$ cat src/hdl/i2cram_pkg.sv
// Shared types, codes and reset constants of the I2C register access master.
package i2cram_pkg;

  typedef enum logic [1:0] {
    KIND_WRITE = 2'd0,
    KIND_READ  = 2'd1,
    KIND_TICK  = 2'd2,
    KIND_NONE  = 2'd3
  } kind_e;

  typedef enum logic [1:0] {
    CFG_DEV_ADDR  = 2'd0,
    CFG_TICKS     = 2'd1,
    CFG_POLL_LIM  = 2'd2,
    CFG_UNUSED    = 2'd3
  } cfg_idx_e;

  typedef enum logic [4:0] {
    PH_IDLE,
    PH_ST_A,
    PH_ST_B,
    PH_TX_HI,
    PH_TX_LO,
    PH_AK_REL,
    PH_AK_CLK,
    PH_AK_POLL,
    PH_RX_LO,
    PH_RX_HI,
    PH_MA_LO,
    PH_MA_HI,
    PH_SP_A,
    PH_SP_B,
    PH_SE_A,
    PH_SE_B,
    PH_SR_A,
    PH_SR_B
  } phase_e;

  localparam int unsigned CfgDataW   = 10;
  localparam logic [6:0]  DevAddrRst = 7'd42;
  localparam logic [9:0]  TicksRst   = 10'd1;
  localparam logic [7:0]  PollLimRst = 8'd250;

  localparam logic [2:0]  ByteDevW   = 3'd0;
  localparam logic [2:0]  ByteReg    = 3'd1;
  localparam logic [2:0]  ByteSecond = 3'd2;
  localparam logic [2:0]  ByteFirstRx = 3'd3;
  localparam logic [2:0]  ByteLastRx = 3'd4;
  localparam logic [3:0]  BitsPerByte = 4'd8;

  typedef struct packed {
    logic [6:0] dev_addr;
    logic [9:0] ticks;
    logic [7:0] poll_lim;
  } cfg_t;

  typedef struct packed {
    logic [1:0]  kind;
    logic [7:0]  reg_addr;
    logic [15:0] write_data;
    logic        sda_in;
  } in_item_t;

  typedef struct packed {
    logic        scl_level;
    logic        sda_level;
    logic        busy_res;
    logic        done_res;
    logic [15:0] read_value;
    logic        ack_error;
    logic        request_rejected;
  } out_item_t;

endpackage

$ cat src/hdl/i2cram_if.sv
// Request and result channel interfaces of the I2C register access master.
interface i2cram_req_if;
  logic        valid;
  logic        ready;
  logic [1:0]  kind;
  logic [7:0]  reg_addr;
  logic [15:0] write_data;
  logic        sda_in;

  modport source (output valid, output kind, output reg_addr, output write_data,
                  output sda_in, input ready);
  modport sink   (input valid, input kind, input reg_addr, input write_data,
                  input sda_in, output ready);
endinterface

interface i2cram_res_if;
  logic        valid;
  logic        ready;
  logic        scl_level;
  logic        sda_level;
  logic        busy_res;
  logic        done_res;
  logic [15:0] read_value;
  logic        ack_error;
  logic        request_rejected;

  modport source (output valid, output scl_level, output sda_level, output busy_res,
                  output done_res, output read_value, output ack_error,
                  output request_rejected, input ready);
  modport sink   (input valid, input scl_level, input sda_level, input busy_res,
                  input done_res, input read_value, input ack_error,
                  input request_rejected, output ready);
endinterface

$ cat src/hdl/i2cram_seq.sv
// Bus sequencer: transaction state and the one-beat step of the I2C master.
module i2cram_seq import i2cram_pkg::*; (
  input  logic      clk_i,
  input  logic      rst_ni,
  input  logic      step_i,
  input  in_item_t  item_i,
  input  cfg_t      cfg_i,
  output out_item_t res_o
);

  phase_e      phase_q, phase_d;
  logic [3:0]  bit_q, bit_d;
  logic [7:0]  shift_q, shift_d;
  logic [2:0]  bidx_q, bidx_d;
  logic [9:0]  delay_q, delay_d;
  logic [7:0]  poll_q, poll_d;
  logic        rd_q, rd_d;
  logic [7:0]  reg_q, reg_d;
  logic [15:0] data_q, data_d;
  logic [15:0] acc_q, acc_d;
  logic [1:0]  lines_q, lines_d;

  logic        enter_en, do_ack, do_send, over, done, err, rej;
  phase_e      enter_ph;
  logic [9:0]  ticks_eff;
  logic [10:0] delay_inc;

  function automatic logic [1:0] enter_lines(phase_e ph, logic msb, logic last);
    logic [1:0] l;
    unique case (ph)
      PH_ST_B:                     l = 2'b10;
      PH_TX_HI:                    l = {1'b1, msb};
      PH_TX_LO:                    l = {1'b0, msb};
      PH_AK_REL, PH_RX_LO:         l = 2'b01;
      PH_MA_LO:                    l = {1'b0, last};
      PH_MA_HI:                    l = {1'b1, last};
      PH_SP_A, PH_SE_A, PH_SR_A:   l = 2'b00;
      default:                     l = 2'b11;
    endcase
    return l;
  endfunction

  assign ticks_eff = (cfg_i.ticks == '0) ? 10'd1 : cfg_i.ticks;
  assign delay_inc = {1'b0, delay_q} + 11'd1;
  assign over      = delay_inc >= {1'b0, ticks_eff};

  always_comb begin
    phase_d  = phase_q;
    bit_d    = bit_q;
    shift_d  = shift_q;
    bidx_d   = bidx_q;
    delay_d  = over ? '0 : delay_inc[9:0];
    poll_d   = poll_q;
    rd_d     = rd_q;
    reg_d    = reg_q;
    data_d   = data_q;
    acc_d    = acc_q;
    lines_d  = lines_q;
    enter_en = 1'b0;
    enter_ph = PH_IDLE;
    do_ack   = 1'b0;
    do_send  = 1'b0;
    done     = 1'b0;
    err      = 1'b0;
    rej      = 1'b0;

    if (item_i.kind == KIND_WRITE || item_i.kind == KIND_READ) begin
      delay_d = delay_q;
      if (phase_q != PH_IDLE) begin
        rej = 1'b1;
      end else begin
        rd_d     = (item_i.kind == KIND_READ);
        reg_d    = item_i.reg_addr;
        data_d   = item_i.write_data;
        acc_d    = '0;
        bidx_d   = ByteDevW;
        enter_en = 1'b1;
        enter_ph = PH_ST_A;
      end
    end else if (item_i.kind == KIND_TICK && phase_q != PH_IDLE) begin
      unique case (phase_q)
        PH_ST_A:   begin enter_en = over; enter_ph = PH_ST_B;  end
        PH_ST_B:   begin do_send = over;                       end
        PH_TX_HI:  begin enter_en = over; enter_ph = PH_TX_LO; end
        PH_TX_LO: begin
          if (over) begin
            shift_d  = {shift_q[6:0], 1'b0};
            bit_d    = bit_q + 4'd1;
            enter_en = 1'b1;
            enter_ph = (bit_d >= BitsPerByte) ? PH_AK_REL : PH_TX_HI;
          end
        end
        PH_AK_REL: begin enter_en = over; enter_ph = PH_AK_CLK;  end
        PH_AK_CLK: begin enter_en = over; enter_ph = PH_AK_POLL; end
        PH_AK_POLL: begin
          delay_d = delay_q;
          if (!item_i.sda_in) begin
            do_ack = 1'b1;
          end else if (poll_q >= cfg_i.poll_lim) begin
            enter_en = 1'b1;
            enter_ph = rd_q ? PH_SR_A : PH_SE_A;
          end else begin
            poll_d = poll_q + 8'd1;
          end
        end
        PH_RX_LO:  begin enter_en = over; enter_ph = PH_RX_HI; end
        PH_RX_HI: begin
          if (delay_q == '0) shift_d = {shift_q[6:0], item_i.sda_in};
          if (over) begin
            bit_d    = bit_q + 4'd1;
            enter_en = 1'b1;
            if (bit_d >= BitsPerByte) begin
              if (bidx_q == ByteFirstRx) acc_d = {shift_d, acc_q[7:0]};
              else                       acc_d = {acc_q[15:8], shift_d};
              enter_ph = PH_MA_LO;
            end else begin
              enter_ph = PH_RX_LO;
            end
          end
        end
        PH_MA_LO:  begin enter_en = over; enter_ph = PH_MA_HI; end
        PH_MA_HI: begin
          if (over) begin
            enter_en = 1'b1;
            if (bidx_q >= ByteLastRx) begin
              enter_ph = PH_SP_A;
            end else begin
              bidx_d   = ByteLastRx;
              bit_d    = '0;
              shift_d  = '0;
              enter_ph = PH_RX_LO;
            end
          end
        end
        PH_SP_A:   begin enter_en = over; enter_ph = PH_SP_B; end
        PH_SE_A:   begin enter_en = over; enter_ph = PH_SE_B; end
        PH_SR_A:   begin enter_en = over; enter_ph = PH_SR_B; end
        PH_SP_B: begin
          done     = over;
          enter_en = over;
          enter_ph = PH_IDLE;
        end
        PH_SE_B: begin
          done     = over;
          err      = over;
          enter_en = over;
          enter_ph = PH_IDLE;
        end
        PH_SR_B:   begin do_ack = over; end
        default: begin
          enter_en = 1'b1;
          enter_ph = PH_IDLE;
        end
      endcase
    end else begin
      delay_d = delay_q;
    end

    if (do_ack) begin
      if (!rd_q) begin
        if (bidx_q >= ByteFirstRx) begin
          enter_en = 1'b1;
          enter_ph = PH_SP_A;
        end else begin
          bidx_d  = bidx_q + 3'd1;
          do_send = 1'b1;
        end
      end else if (bidx_q == ByteDevW) begin
        bidx_d  = ByteReg;
        do_send = 1'b1;
      end else if (bidx_q == ByteReg) begin
        bidx_d   = ByteSecond;
        enter_en = 1'b1;
        enter_ph = PH_ST_A;
      end else begin
        bidx_d   = ByteFirstRx;
        bit_d    = '0;
        shift_d  = '0;
        enter_en = 1'b1;
        enter_ph = PH_RX_LO;
      end
    end

    if (do_send) begin
      priority case (bidx_d)
        ByteDevW:   shift_d = {cfg_i.dev_addr, 1'b0};
        ByteReg:    shift_d = reg_q;
        ByteSecond: shift_d = rd_q ? {cfg_i.dev_addr, 1'b1} : data_q[15:8];
        default:    shift_d = data_q[7:0];
      endcase
      bit_d    = '0;
      enter_en = 1'b1;
      enter_ph = PH_TX_HI;
    end

    if (enter_en) begin
      phase_d = enter_ph;
      delay_d = '0;
      lines_d = enter_lines(enter_ph, shift_d[7], bidx_d == ByteLastRx);
      if (enter_ph == PH_AK_CLK || enter_ph == PH_AK_POLL) poll_d = '0;
    end

    res_o.scl_level        = lines_d[1];
    res_o.sda_level        = lines_d[0];
    res_o.busy_res         = (phase_d != PH_IDLE);
    res_o.done_res         = done;
    res_o.read_value       = (done && rd_q) ? acc_q : '0;
    res_o.ack_error        = err;
    res_o.request_rejected = rej;
  end

  always_ff @(posedge clk_i or negedge rst_ni) begin
    if (!rst_ni) begin
      phase_q <= PH_IDLE;
      bit_q   <= '0;
      shift_q <= '0;
      bidx_q  <= '0;
      delay_q <= '0;
      poll_q  <= '0;
      rd_q    <= 1'b0;
      reg_q   <= '0;
      data_q  <= '0;
      acc_q   <= '0;
      lines_q <= 2'b11;
    end else if (step_i) begin
      phase_q <= phase_d;
      bit_q   <= bit_d;
      shift_q <= shift_d;
      bidx_q  <= bidx_d;
      delay_q <= delay_d;
      poll_q  <= poll_d;
      rd_q    <= rd_d;
      reg_q   <= reg_d;
      data_q  <= data_d;
      acc_q   <= acc_d;
      lines_q <= lines_d;
    end
  end

endmodule

$ cat src/hdl/i2c_register_access_master_core.sv
// Top level of the paced I2C master for 16-bit device register access.
//
//   channel | dir | beat contents
//   --------+-----+-----------------------------------------------------------
//   req_i   | in  | kind, reg_addr, write_data, sda_in
//   res_o   | out | scl_level, sda_level, busy_res, done_res, read_value,
//           |     | ack_error, request_rejected
//   cfg     | in  | cfg_we_i, cfg_idx_i, cfg_wdata_i (write only)
//
// One request beat gives one result beat; a beat is taken every cycle while req_i is ready.
// The result is computed in the cycle the beat is taken and registered.
// A two-entry output stage keeps req_i ready while one result waits on res_o.
// req_i drops ready only once both output entries are full.
// Reset restores the register defaults and an idle bus with both lines high.
module i2c_register_access_master_core import i2cram_pkg::*; (
  input  logic                clk_i,
  input  logic                rst_ni,
  i2cram_req_if.sink          req_i,
  i2cram_res_if.source        res_o,
  input  logic                cfg_we_i,
  input  logic [1:0]          cfg_idx_i,
  input  logic [CfgDataW-1:0] cfg_wdata_i
);

  cfg_t      cfg_q;
  in_item_t  item;
  out_item_t step_res, out_q, skid_q;
  logic      out_vld_q, skid_vld_q, in_fire, out_fire;

  always_ff @(posedge clk_i or negedge rst_ni) begin
    if (!rst_ni) begin
      cfg_q.dev_addr <= DevAddrRst;
      cfg_q.ticks    <= TicksRst;
      cfg_q.poll_lim <= PollLimRst;
    end else if (cfg_we_i) begin
      unique case (cfg_idx_e'(cfg_idx_i))
        CFG_DEV_ADDR: cfg_q.dev_addr <= cfg_wdata_i[6:0];
        CFG_TICKS:    cfg_q.ticks    <= cfg_wdata_i[9:0];
        CFG_POLL_LIM: cfg_q.poll_lim <= cfg_wdata_i[7:0];
        default:      cfg_q          <= cfg_q;
      endcase
    end
  end

  assign item.kind       = req_i.kind;
  assign item.reg_addr   = req_i.reg_addr;
  assign item.write_data = req_i.write_data;
  assign item.sda_in     = req_i.sda_in;

  assign req_i.ready = !skid_vld_q;
  assign in_fire     = req_i.valid && !skid_vld_q;
  assign out_fire    = out_vld_q && res_o.ready;

  i2cram_seq u_seq (
    .clk_i  (clk_i),
    .rst_ni (rst_ni),
    .step_i (in_fire),
    .item_i (item),
    .cfg_i  (cfg_q),
    .res_o  (step_res)
  );

  always_ff @(posedge clk_i or negedge rst_ni) begin
    if (!rst_ni) begin
      out_vld_q  <= 1'b0;
      skid_vld_q <= 1'b0;
    end else begin
      if (skid_vld_q) begin
        if (out_fire) begin
          skid_vld_q <= 1'b0;
        end
      end else if (in_fire) begin
        if (!out_vld_q || out_fire) begin
          out_vld_q <= 1'b1;
        end else begin
          skid_vld_q <= 1'b1;
        end
      end else if (out_fire) begin
        out_vld_q <= 1'b0;
      end
    end
  end

  always_ff @(posedge clk_i) begin
    if (skid_vld_q) begin
      if (out_fire) out_q <= skid_q;
    end else if (in_fire) begin
      if (!out_vld_q || out_fire) out_q  <= step_res;
      else                        skid_q <= step_res;
    end
  end

  assign res_o.valid            = out_vld_q;
  assign res_o.scl_level        = out_q.scl_level;
  assign res_o.sda_level        = out_q.sda_level;
  assign res_o.busy_res         = out_q.busy_res;
  assign res_o.done_res         = out_q.done_res;
  assign res_o.read_value       = out_q.read_value;
  assign res_o.ack_error        = out_q.ack_error;
  assign res_o.request_rejected = out_q.request_rejected;

endmodule

$ cat src/flat_wrapper.sv
// flat-port wrapper written by rule: the top's interface ports become plain ports
module i2c_register_access_master_core_flat import i2cram_pkg::*;
  (clk_i, rst_ni, cfg_we_i, cfg_idx_i, cfg_wdata_i, req_i_valid, req_i_kind, req_i_reg_addr, req_i_write_data, req_i_sda_in, req_i_ready, res_o_valid, res_o_scl_level, res_o_sda_level, res_o_busy_res, res_o_done_res, res_o_read_value, res_o_ack_error, res_o_request_rejected, res_o_ready);
  i2cram_req_if req_i_i ();
  i2cram_res_if res_o_i ();
  input  logic clk_i;
  input  logic rst_ni;
  input  logic cfg_we_i;
  input  logic [1:0] cfg_idx_i;
  input  logic [CfgDataW-1:0] cfg_wdata_i;
  input wire logic [$bits(req_i_i.valid)-1:0] req_i_valid;
  input wire logic [$bits(req_i_i.kind)-1:0] req_i_kind;
  input wire logic [$bits(req_i_i.reg_addr)-1:0] req_i_reg_addr;
  input wire logic [$bits(req_i_i.write_data)-1:0] req_i_write_data;
  input wire logic [$bits(req_i_i.sda_in)-1:0] req_i_sda_in;
  output wire logic [$bits(req_i_i.ready)-1:0] req_i_ready;
  output wire logic [$bits(res_o_i.valid)-1:0] res_o_valid;
  output wire logic [$bits(res_o_i.scl_level)-1:0] res_o_scl_level;
  output wire logic [$bits(res_o_i.sda_level)-1:0] res_o_sda_level;
  output wire logic [$bits(res_o_i.busy_res)-1:0] res_o_busy_res;
  output wire logic [$bits(res_o_i.done_res)-1:0] res_o_done_res;
  output wire logic [$bits(res_o_i.read_value)-1:0] res_o_read_value;
  output wire logic [$bits(res_o_i.ack_error)-1:0] res_o_ack_error;
  output wire logic [$bits(res_o_i.request_rejected)-1:0] res_o_request_rejected;
  input wire logic [$bits(res_o_i.ready)-1:0] res_o_ready;
  assign req_i_i.valid = req_i_valid;
  assign req_i_i.kind = req_i_kind;
  assign req_i_i.reg_addr = req_i_reg_addr;
  assign req_i_i.write_data = req_i_write_data;
  assign req_i_i.sda_in = req_i_sda_in;
  assign req_i_ready = req_i_i.ready;
  assign res_o_valid = res_o_i.valid;
  assign res_o_scl_level = res_o_i.scl_level;
  assign res_o_sda_level = res_o_i.sda_level;
  assign res_o_busy_res = res_o_i.busy_res;
  assign res_o_done_res = res_o_i.done_res;
  assign res_o_read_value = res_o_i.read_value;
  assign res_o_ack_error = res_o_i.ack_error;
  assign res_o_request_rejected = res_o_i.request_rejected;
  assign res_o_i.ready = res_o_ready;
  i2c_register_access_master_core u_core (.clk_i(clk_i), .rst_ni(rst_ni), .req_i(req_i_i), .res_o(res_o_i), .cfg_we_i(cfg_we_i), .cfg_idx_i(cfg_idx_i), .cfg_wdata_i(cfg_wdata_i));
endmodule
$ cat config.mk
export PLATFORM = sky130hd
export DESIGN_NAME = i2c_register_access_master_core_flat
export DESIGN_NICKNAME = d
export VERILOG_FILES = /design/src/hdl/i2cram_pkg.sv /design/src/hdl/i2cram_if.sv /design/src/hdl/i2cram_seq.sv /design/src/hdl/i2c_register_access_master_core.sv /design/src/flat_wrapper.sv
export SDC_FILE = /design/constraint.sdc
export NUM_CORES = 1
export LEC_CHECK = 0
export BUFFER_PORTS_ARGS = -buffer_cell sky130_fd_sc_hd__buf_2
export CELL_PAD_IN_SITES_DETAIL_PLACEMENT = 0
export CELL_PAD_IN_SITES_GLOBAL_PLACEMENT = 1
export CORE_ASPECT_RATIO = 0.6
export CORE_MARGIN = 5
export CORE_UTILIZATION = 35
export DETAILED_ROUTE_END_ITERATION = 16
export PLACE_DENSITY_LB_ADDON = 0.1
export SLEW_MARGIN = 20
export SYNTH_ARGS = -nofsm -noshare
export SYNTH_HDL_FRONTEND = slang
export SYNTH_HIERARCHICAL = 1
export SYNTH_SLANG_ARGS = --single-unit
$ cat constraint.sdc
create_clock -name clk_i -period 5.3 [get_ports clk_i]
set_input_delay 0.53 -clock clk_i [delete_from_list [all_inputs] [get_ports clk_i]]
set_output_delay 0.53 -clock clk_i [all_outputs]
set_load 0.01 [all_outputs]
== Word level (Yosys, flattened, before mapping) ==
Index checks and enable logic that the tools add are counted.

* Register bits: 152
* Input bits: 44
* Output and inout port bits: 24
* Logic and storage cells: 251

* Add/sub/neg operators: 4
* Order comparisons: 5
* Eq/ne operators: 44
* Muxes and demuxes: 121
* Bitwise operators: 3
* Reductions and logical operators: 43

{| class="wikitable"
|+ Operator list
! operator !! number
|-
| $mux W8 || 19
|-
| $mux W16 || 8
|-
| $mux W22 || 4
|-
| $eq A5 B4 Y1 const B || 13
|-
| $pmux W5 S13 || 1
|-
| $mux W10 || 6
|-
| $mux W5 || 11
|-
| $mux W4 || 13
|-
| $pmux W8 S3 || 2
|-
| $eq A5 B3 Y1 const B || 8
|-
| $mux W1 || 38
|-
| $mux W3 || 12
|-
| $eq A5 B2 Y1 const B || 4
|-
| $logic_not A10 Y1 || 2
|-
| $reduce_bool A2 Y1 || 9
|-
| $eq A5 B5 Y1 const B || 3
|-
| $pmux W2 S7 || 1
|-
| $reduce_and A7 Y1 || 2
|-
| $ne A2 B2 Y1 const B || 6
|-
| $reduce_and A3 Y1 || 4
|-
| $add A10 B1 Y11 const B || 1
|-
| $ge A11 B10 Y1 || 1
|-
| $reduce_or A11 Y1 || 1
|-
| $reduce_bool A5 Y1 || 2
|-
| other kinds (27) || 49
|}

== Longest topological paths before layout ==
* Word-level depth: 18
* Mapped depth: 19
* Depth with buffers taken out: 17

== By module ==
Netlist, hierarchy kept.

{| class="wikitable"
|+ By module, submodules not included
! module !! times used !! cells each !! area each (um^2) !! sequential area each (um^2)
|-
| i2cram_seq || 1 || 687 || 5916.9 || 2029.4
|-
| i2c_register_access_master_core || 1 || 136 || 2657.5 || 2009.4
|}

== Least setup slack after synthesis ==
Ideal clock, no wire load.

* Kind: register to register
* Start point: reg u_core.u_seq.delay_q[2]
* End point: reg u_core.out_q, in the netlist u_core/res_o.sda_level (data pin)
* Library setup time: 260 ps
* Arrival time: 3882 ps
* Required time: 5040 ps
* Path slack: 1158 ps
* Stages on the path, launching flop included: 17
* Buffers on the path: 0
* Period minus slack after synthesis: 4142 ps
* Path through: dfrtp_1 nand3_1 nor3_1 nand3_1 xnor2_1 ha_1 nand4_1 nor3_1 a211o_1 o221ai_2 a32o_2 a2111oi_4 nand2_2 o221ai_2 a211oi_2 o31a_1 mux2_2

{| class="wikitable"
|+ RTL lines
! what !! line !! RTL
|-
| start: declaration || i2cram_seq.sv:15 || <nowiki>logic [9:0] delay_q, delay_d;</nowiki>
|-
| start signal: assignment || i2cram_seq.sv:230 || <nowiki>delay_q <= delay_d;</nowiki>
|-
| end signal: assignment || i2c_register_access_master_core.sv:86 || <nowiki>if (out_fire) out_q <= skid_q;</nowiki>
|-
| end signal: assignment || i2c_register_access_master_core.sv:88 || <nowiki>if (!out_vld_q || out_fire) out_q <= step_res;</nowiki>
|-
| end: declaration || i2c_register_access_master_core.sv:27 || <nowiki>out_item_t step_res, out_q, skid_q;</nowiki>
|}

==> out/results.ini <==
[sta]
finalHoldViolCount = 0
post-route-min-period_ns = 4.871
maxSlewViolCount = 0
tightestPinTransition_ns = 0.9927
max_freq_mhz = 205.3
fin_skew_ns = 0.01132
tns_ns = 0
setup_violations = 0
maxSlewHeadroom_pct = 33.32
rsz0062_at_grt = false
period_share_pct = 91.91

[cts]
cts.repair.resized = 0
cts.htree.levels = 4
clk-insertion-delay-late_ns = 0.44
holdBufCountCts = 0
numCtsBuffers = 17
cts_tree = built
numClockSinks = 152
cts_root_buf = sky130_fd_sc_hd__clkbuf_16
postCtsSetupBuffers = 0
path_clk_slew_ns = 0.06
cts_max_path_buffers = 2

[grt]
first_global_vias = 6399
overall_routing_resource_usage_pct = 17.39
globalRouteOverflowTotal = 0
antenna_found_initial = 0
grt_first_pass_wirelength_um = 37620
grt_max_degree = 61

[pwr]
power.ir.vdd_worst_uv = 214.4
intPower_w = 0.002915
total_leakage_power_nw = 4.255
total_power_density_per_cell_area_nw_per_um2 = 473.8
power.net_switching_w = 0.001732
power.share.clock_pct = 26.3
power.sequential.fraction_pct = 40.1
power.switching_fraction_pct = 37.27
relative_contribution_of_combinational_cells_to_total_power_pct = 33.7

[logic_synthesis]
synthesis.area_um2 = 8574
post_synthesis_cells = 823
synth-seq-area-share_pct = 47.10
synth-seq-cells = 152
async_reset_ff_share_pct = 71.05
ys.warnings.count = 6
synthDistinctLibCells = 84
synth_edf_count = 44
synth_fp_nets = 893
syn_avg_cell_area_um2 = 10.42
ys.flop_type = sky130_fd_sc_hd__dfrtp_1

[drt]
drt-total-wl_um = 24170
vias = 6584
antenna_left = 0
drtIter0Drc = 506
route.detailed.vias_per_inst = 5.406
detail_route.wl_per_cell_um = 19.84
detail_route.drc_violations = 0
drt_first_pass_iters = 5

[layout]
insertedDiodeCount = 0
finalNonFillerCells = 1218
layout.cell_area.non_filler_um2 = 9807
drive_gt1_share_pct = 26.23
area.growth.synth_to_final_pct = 14.37
finish.net_count = 953

[floorplanning]
ioPinCount = 68
std_cell_rows = 44
core_area_um2 = 24170
area_enclosed_by_the_die_boundary_um2 = 27830
die_x_um = 212.1
start_util_pct = 35.48
floorplan.die.height_um = 131.2

[placement]
detailedPlacementHpwl_um = 18130
cell_area_after_placement_um2 = 9228
placement.io_buffers = 67
dp.cells = 1186
gp_congestion = 0.8999

[critical_path]
worst-path-max-fanout = 11
arrival_ns = 5.06
critPathCaptureType = register
timing.setup.critical_path_class = reg2reg
worst-endpoint-required_ns = 5.49
critical_path.startpoint_type = register

[hold_path]
min_path_type = in2async

[outcome]
status = finished, final reports clean

[job]
max_cap_violations = 0

cell families (layout without fill, tap and decap cells):
group / after synthesis / count (layout) / synth area share, %
compound gates: 176 / 176 / 14.53
fa+ha+maj: 26 / 26 / 3.794
mux: 89 / 89 / 11.50
simple gates: 291 / 291 / 17.53
flops: 152 / 152 / 47.10
buf+inv: 73 / 146 / 3.911
xor+xnor: 16 / 16 / 1.634
final cells by class:
class,count,area (um^2)
multi-input combinational,598,4227
clock inverter,13,145.1
tap,322,402.9
clock buffer,19,432.9
inverter,35,131.4
fill,2398,14360
timing repair buffer,79,427.9
sequential,152,4040
placed cells by master (no fill, tap or decap), types with 17 or more instances in the layout:
| master | netlist | routed |
|---|---|---|
| sky130_fd_sc_hd__a21oi_1 | 42 | 42 |
| sky130_fd_sc_hd__and3_1 | 24 | 24 |
| sky130_fd_sc_hd__buf_2 | 10 | 66 |
| sky130_fd_sc_hd__clkbuf_16 | 0 | 17 |
| sky130_fd_sc_hd__dfrtp_1 | 96 | 95 |
| sky130_fd_sc_hd__edfxtp_1 | 44 | 44 |
| sky130_fd_sc_hd__ha_1 | 26 | 26 |
| sky130_fd_sc_hd__inv_1 | 35 | 35 |
| sky130_fd_sc_hd__mux2_2 | 76 | 76 |
| sky130_fd_sc_hd__nand2_1 | 77 | 77 |
| sky130_fd_sc_hd__nand2b_1 | 24 | 24 |
| sky130_fd_sc_hd__nand3_1 | 17 | 17 |
| sky130_fd_sc_hd__nor2_1 | 78 | 78 |
| sky130_fd_sc_hd__o21ai_0 | 28 | 28 |
| sky130_fd_sc_hd__o31ai_1 | 25 | 25 |
registers in the layout (all words and copies together), names as in the netlist, 2 cells and up:
name / count
u_core/u_seq/delay_q: 10
u_core/u_seq/phase_q: 5
u_core/cfg_q: 25
u_core/u_seq/reg_q: 8
u_core/u_seq/bit_q: 4
u_core/skid_q: 22
u_core/u_seq/lines_q: 2
u_core/u_seq/bidx_q: 3
u_core/u_seq/acc_q: 16
u_core/res_o.read_value: 16
u_core/u_seq/shift_q: 8
u_core/u_seq/poll_q: 8
u_core/u_seq/data_q: 16
worst max-delay path, stage by stage (launching register included):
cell	delay, ns
sky130_fd_sc_hd__dfrtp_1	0.45
sky130_fd_sc_hd__ha_1	0.25
sky130_fd_sc_hd__nand2_1	0.10
sky130_fd_sc_hd__nor2_1	0.15
sky130_fd_sc_hd__and3_1	0.18
sky130_fd_sc_hd__xor2_1	0.23
sky130_fd_sc_hd__ha_1	0.28
sky130_fd_sc_hd__nand2_1	0.06
sky130_fd_sc_hd__nor3_1	0.07
sky130_fd_sc_hd__a211oi_2	0.68
sky130_fd_sc_hd__nand2_1	0.46
sky130_fd_sc_hd__a211oi_1	0.51
sky130_fd_sc_hd__o22ai_4	0.15
sky130_fd_sc_hd__nand4_1	0.11
sky130_fd_sc_hd__nor2_1	0.05
sky130_fd_sc_hd__a2111o_1	0.37
sky130_fd_sc_hd__o31a_1	0.26
sky130_fd_sc_hd__mux2_2	0.26
power groups by stage:
stage / clock network [W] / registers [W] / logic (W)
after floorplan: 0 / 0.00177 / 0.00114
after global placement: 0 / 0.00187 / 0.00155
after detailed placement: 0 / 0.00188 / 0.00157
after CTS: 0.00126 / 0.00186 / 0.00158
after global routing: 0.00130 / 0.00191 / 0.00173
final: 0.00122 / 0.00186 / 0.00156
path summary, 6_finish.rpt:
path                                    startpoint                      end  slack, ns  depth (start not counted)
min in group clk_i            req_i_write_data[10]  u_core/u_seq/data_q[10]       0.32                          2
min                                         rst_ni         u_core/cfg_q[20]       0.18                          1
max in group asynchronous                   rst_ni    u_core/u_seq/bit_q[1]       3.93                          2
min reg2reg                  u_core/u_seq/acc_q[4]    u_core/u_seq/acc_q[4]       0.48                          2
max                        u_core/u_seq/delay_q[0]   u_core/res_o.sda_level       0.43                         17
max reg2reg                u_core/u_seq/delay_q[0]   u_core/res_o.sda_level       0.43                         17
stage by stage:
stage / setup WS (ns) / total power (W) / util [%] / hold WS [ns]
floorplan: 1.158 / 0.002911 / - / 0.2344
global placement: 0.6165 / 0.003424 / 38.18 / 0.4644
detailed placement: 0.5489 / 0.003449 / 38.18 / 0.4675
CTS: 0.5007 / 0.004699 / 40.57 / 0.2092
global route: 0.1575 / 0.004943 / 40.58 / 0.2393
finish: 0.4289 / 0.004647 / 40.58 / 0.1799
per-layer routing:
layer  vias to the layer above  GRT usage [%]  share of wire, %
li1                       3100              -                 -
met1                      3255          29.03                55
met2                       209          20.98                37
met3                        20          5.145               6.9
met4                         0          4.469              0.90
met5                         -              0                 0
cell usage after synthesis, types with 4 or more instances:
library cell / number / share of area [%]
sky130_fd_sc_hd__nor4_1: 5 / 0.36
sky130_fd_sc_hd__clkbuf_1: 18 / 0.79
sky130_fd_sc_hd__xor2_1: 10 / 1.0
sky130_fd_sc_hd__nor3_1: 9 / 0.53
sky130_fd_sc_hd__xnor2_1: 6 / 0.61
sky130_fd_sc_hd__ha_1: 26 / 3.8
sky130_fd_sc_hd__a21oi_1: 42 / 2.5
sky130_fd_sc_hd__buf_2: 10 / 0.58
sky130_fd_sc_hd__mux2i_1: 13 / 1.5
sky130_fd_sc_hd__a31oi_1: 6 / 0.44
sky130_fd_sc_hd__a21o_1: 6 / 0.53
sky130_fd_sc_hd__dfstp_2: 12 / 3.7
sky130_fd_sc_hd__o21ai_0: 28 / 1.6
sky130_fd_sc_hd__nor2_1: 78 / 3.4
sky130_fd_sc_hd__o21ai_1: 6 / 0.35
sky130_fd_sc_hd__mux2_2: 76 / 10
sky130_fd_sc_hd__nor2b_1: 8 / 0.58
sky130_fd_sc_hd__nand4_1: 9 / 0.66
sky130_fd_sc_hd__buf_4: 7 / 0.61
sky130_fd_sc_hd__and2_1: 6 / 0.44
sky130_fd_sc_hd__nand2b_1: 24 / 1.8
sky130_fd_sc_hd__o22ai_1: 4 / 0.29
sky130_fd_sc_hd__inv_1: 35 / 1.5
sky130_fd_sc_hd__a211oi_1: 7 / 0.61
sky130_fd_sc_hd__edfxtp_1: 44 / 15
sky130_fd_sc_hd__nand2_1: 77 / 3.4
sky130_fd_sc_hd__nand3_1: 17 / 0.99
sky130_fd_sc_hd__dfrtp_1: 96 / 28
sky130_fd_sc_hd__and3_1: 24 / 1.8
sky130_fd_sc_hd__o31ai_1: 25 / 2.2
sky130_fd_sc_hd__or3_1: 4 / 0.29
sky130_fd_sc_hd__o211ai_1: 4 / 0.35
(Power assumes the default switching activity.)
